===== src/rtl/core/hcl_ram.sv =====
// generic single-write, single-read synchronous ram with registered read data
// no dependencies
module hcl_ram #(
    parameter int WIDTH = 8,
    parameter int DEPTH = 256
) (
    input  logic                     clk,
    input  logic                     we,
    input  logic [$clog2(DEPTH)-1:0] waddr,
    input  logic [WIDTH-1:0]         wdata,
    input  logic                     re,
    input  logic [$clog2(DEPTH)-1:0] raddr,
    output logic [WIDTH-1:0]         rdata
);

    logic [WIDTH-1:0] mem [DEPTH];

    always_ff @(posedge clk)
    begin
        if (we)
        begin
            mem[waddr] <= wdata;
        end
        if (re)
        begin
            rdata <= mem[raddr];
        end
    end

endmodule


===== config.mk =====
export PLATFORM = sky130hd
export DESIGN_NAME = hcl_ram
export DESIGN_NICKNAME = d
export VERILOG_FILES = /design/src/rtl/core/hcl_ram.sv
export SDC_FILE = /design/constraint.sdc
export NUM_CORES = 2
export LEC_CHECK = 0
export BUFFER_PORTS_ARGS = -buffer_cell sky130_fd_sc_hd__buf_2
export CAP_MARGIN = 20
export CORE_MARGIN = 2
export CORE_UTILIZATION = 45
export DETAILED_ROUTE_END_ITERATION = 8
export GPL_ROUTABILITY_DRIVEN = 0
export GPL_TIMING_DRIVEN = 0
export HOLD_SLACK_MARGIN = 0.08
export SYNTH_ARGS = -nofsm -noshare
export SYNTH_HDL_FRONTEND = slang
export SYNTH_SLANG_ARGS = --single-unit

===== constraint.sdc =====
create_clock -name clk -period 1.9 [get_ports clk]
set_input_delay 0 -clock clk [delete_from_list [all_inputs] [get_ports clk]]
set_output_delay 0 -clock clk [all_outputs]
set_load 0.005 [all_outputs]

==> flow_summary.toml <==
[outcome]
status = "complete, but fails checks"
violations = "negative setup slack"

[grt]
antenna_found_initial = 14
grt_pass1_wl_um = 336900
grt_max_degree = 161
grt.total_usage_pct = 27.45
gr-total-overflow = 0
grt_pass1_vias = 41022

[sta]
skew_ns = 0.03452
relSlewSlack_pct = 2.051
fin_ws_ns = -0.7207
min_period_over_period_pct = 137.9
fin_crit_ns = 2.621
rsz0062_at_grt = "yes"
tightest_slew_ns = 1.469
fmax_mhz = 381.6
setup_violations = 271
hold_violations = 0
finalMaxSlewViolations = 0

[clocking]
insertion_delay_ns = 0.87
cts_root_buffer = "clkbuf_16"
htree_levels = 4
cts.sinks = 2056
cts_tree = "yes"
ctsLongestPathBuffers = 3
path_clk_slew_ns = 0.06
numCtsBuffers = 208

[finish]
fillers = 13546
nets = 4084
layout_common_cells = "edfxtp_1 (2,056), mux4_2 (455), clkbuf_16 (208)"
drive_gt1_share_pct = 32.05
synthToLayoutAreaGrowth_pct = 17.15
final_area_sq_um = 93290
utilization_pct = 53.03
final_common_cell = "edfxtp_1"

[critical_path]
worstPathArrival_ns = 3.19
r2r_cells = 6
required_ns = 2.47
end_kind = "register"
slowest_stage = "nor4_4"
cp_top_family = "simple AND/OR/NAND/NOR gates"
crit_path_start_kind = "register"
critPathBufInv = 0
path_class = "register to register"
max_stage_delay_ns = 0.61
cp_max_fo = 1
path_depth = 6
path_cells = "mux4_2, nor2b_1, a211oi_2, nor2_1, nor4_4, nor4_4"
path_common_cell = "nor4_4"

[drt]
post_drt_wl_per_cell_um = 37.64
drt-total-wl_um = 247300
ant_nets = 0
drc = 0
viasPerCell = 6.366
vias = 41825
detail_route.iter0.violations = 6577
first_pass_iters = 6

[worst_hold_path]
hold_path.class = "input port to register"
hold-path-cell-count = 4

[power_and_ir_drop]
pwr_density_cell_nw_per_um2 = 1044
p_leak_nw = 28.51
p_total_mw = 97.40
peakVddDrop_v = 0.001103

[synthesis]
yosysSeqAreaShare_pct = 77.53
yosys_warnings = 0
synth_area_sq_um = 79640
syn_nets = 3760
post_synth_num_cell_types = 54
synth_cells = 3733
async_flop_share_pct = 0
synth_edf_count = 2056
synthFlopType = "edfxtp_1"
syn_area_per_cell_sq_um = 21.33
ys_seq_elements = 2056

[placement]
io_buffers = 27
placed_cell_area_sq_um = 83730
dp_hpwl_um = 163200
place_ws_ns = -3.086

[floorplanning]
io_pins = 35
dieArea_sq_um = 180300
fp-row-count = 154
core-area_sq_um = 175900
die_w_um = 424.7
start_util_pct = 45.27
die_h_um = 424.7

[job]
maxCapViolations = 0
[logic make-up (layout without fill, tap and decap cells)]
kind of cell	count (synthesis)	after routing	share of synthesized area (%)
AO/OA/AOI/OAI	385	385	3.416
buffers and inverters	235	726	1.829
multiplexers	591	591	14.60
flip-flops	2056	2056	77.53
other	0	6	0
AND/OR/NAND/NOR	466	466	2.625
[layer usage]
metal / share of wire, % / wire (um) / track usage [%] / vias up
li1: - / - / - / 16407
met3: 11 / 26260 / 6.931 / 521
met2: 46 / 113800 / 41.72 / 2506
met1: 38 / 93610 / 37.29 / 22387
met5: 0.035 / 86 / 0 / -
met4: 5.5 / 13560 / 13.17 / 4
[worst min-delay path: stages]
cell      delay [ns]
clkbuf_1        0.22
nand4_1         0.23
buf_4           0.18
nor2_2          0.11
[state kept, by name, indices dropped and copies added (netlist names)]
| signal | count |
|---|---|
| mem | 2048 |
| rdata | 8 |
[layout make-up]
class	instances	area, sq um	area share, %
clock buffers	250	5363	5.748
well taps	2340	2928	3.138
plain buffers	232	1973	2.115
repair buffers	115	1310	1.404
clock inverters	127	1468	1.573
flip-flops and latches	2056	61740	66.18
diodes	6	15.01	0.01609
multi-input cells	1442	18490	19.82
inverters	2	7.507	0.008047
[cell usage after synthesis (16+ instances only)]
library cell | instances | area share, %
a211oi_1 | 16 | 0.15
buf_6 | 21 | 0.30
a21oi_1 | 96 | 0.60
o221ai_1 | 46 | 0.51
o22ai_1 | 28 | 0.22
nor2_1 | 282 | 1.3
a22oi_1 | 133 | 1.3
mux2i_1 | 134 | 1.7
nor4_1 | 24 | 0.19
buf_1 | 22 | 0.10
nor2b_1 | 31 | 0.24
clkbuf_1 | 111 | 0.52
buf_2 | 31 | 0.19
edfxtp_1 | 2056 | 78
buf_4 | 27 | 0.25
mux4_2 | 454 | 13
nor3_1 | 22 | 0.14
nand3_1 | 34 | 0.21
nand2_1 | 33 | 0.16
[per-stage QoR]
| step | setup TNS (ns) | cells | hold slack, ns |
|---|---|---|---|
| final | -18.89 | 6570 | 0.08460 |
| after global routing | -10.04 | 6569 | 0.08104 |
| after CTS | -216.73 | 6546 | 0.03559 |
| after detailed placement | -2118.89 | 6141 | 0.3986 |
| after global placement | -7255.26 | 6100 | 0.4124 |
| after floorplan | -0.3484 | 3733 | 0.09887 |
[final timing paths]
check | from | endpoint | slack (ns)
worst max register to register | mem[77][0] | rdata[0] | -0.72
worst min register to register | mem[32][5] | rdata[5] | 1.09
worst min-delay path | waddr[0] | mem[207][6] | 0.08
worst max-delay path | mem[77][0] | rdata[0] | -0.72
[what timing repair did]
action                      CTS  global route
buffers inserted              7             5
hold endpoints to repair   1442           168
resized for setup           374           275
hold buffers                 23            10
pin swaps                    25            11
setup endpoints to repair  1286          1537
[power by group]
group	internal, mW	leakage (nW)	total [mW]	switching (mW)
clock	23.4	3.32	41.4	18.0
sequential	50.0	18.5	50.1	0.0473
combinational	1.92	6.71	5.97	4.05
total	75.3	28.5	97.4	22.1
Power figures use the tool's default switching activity.
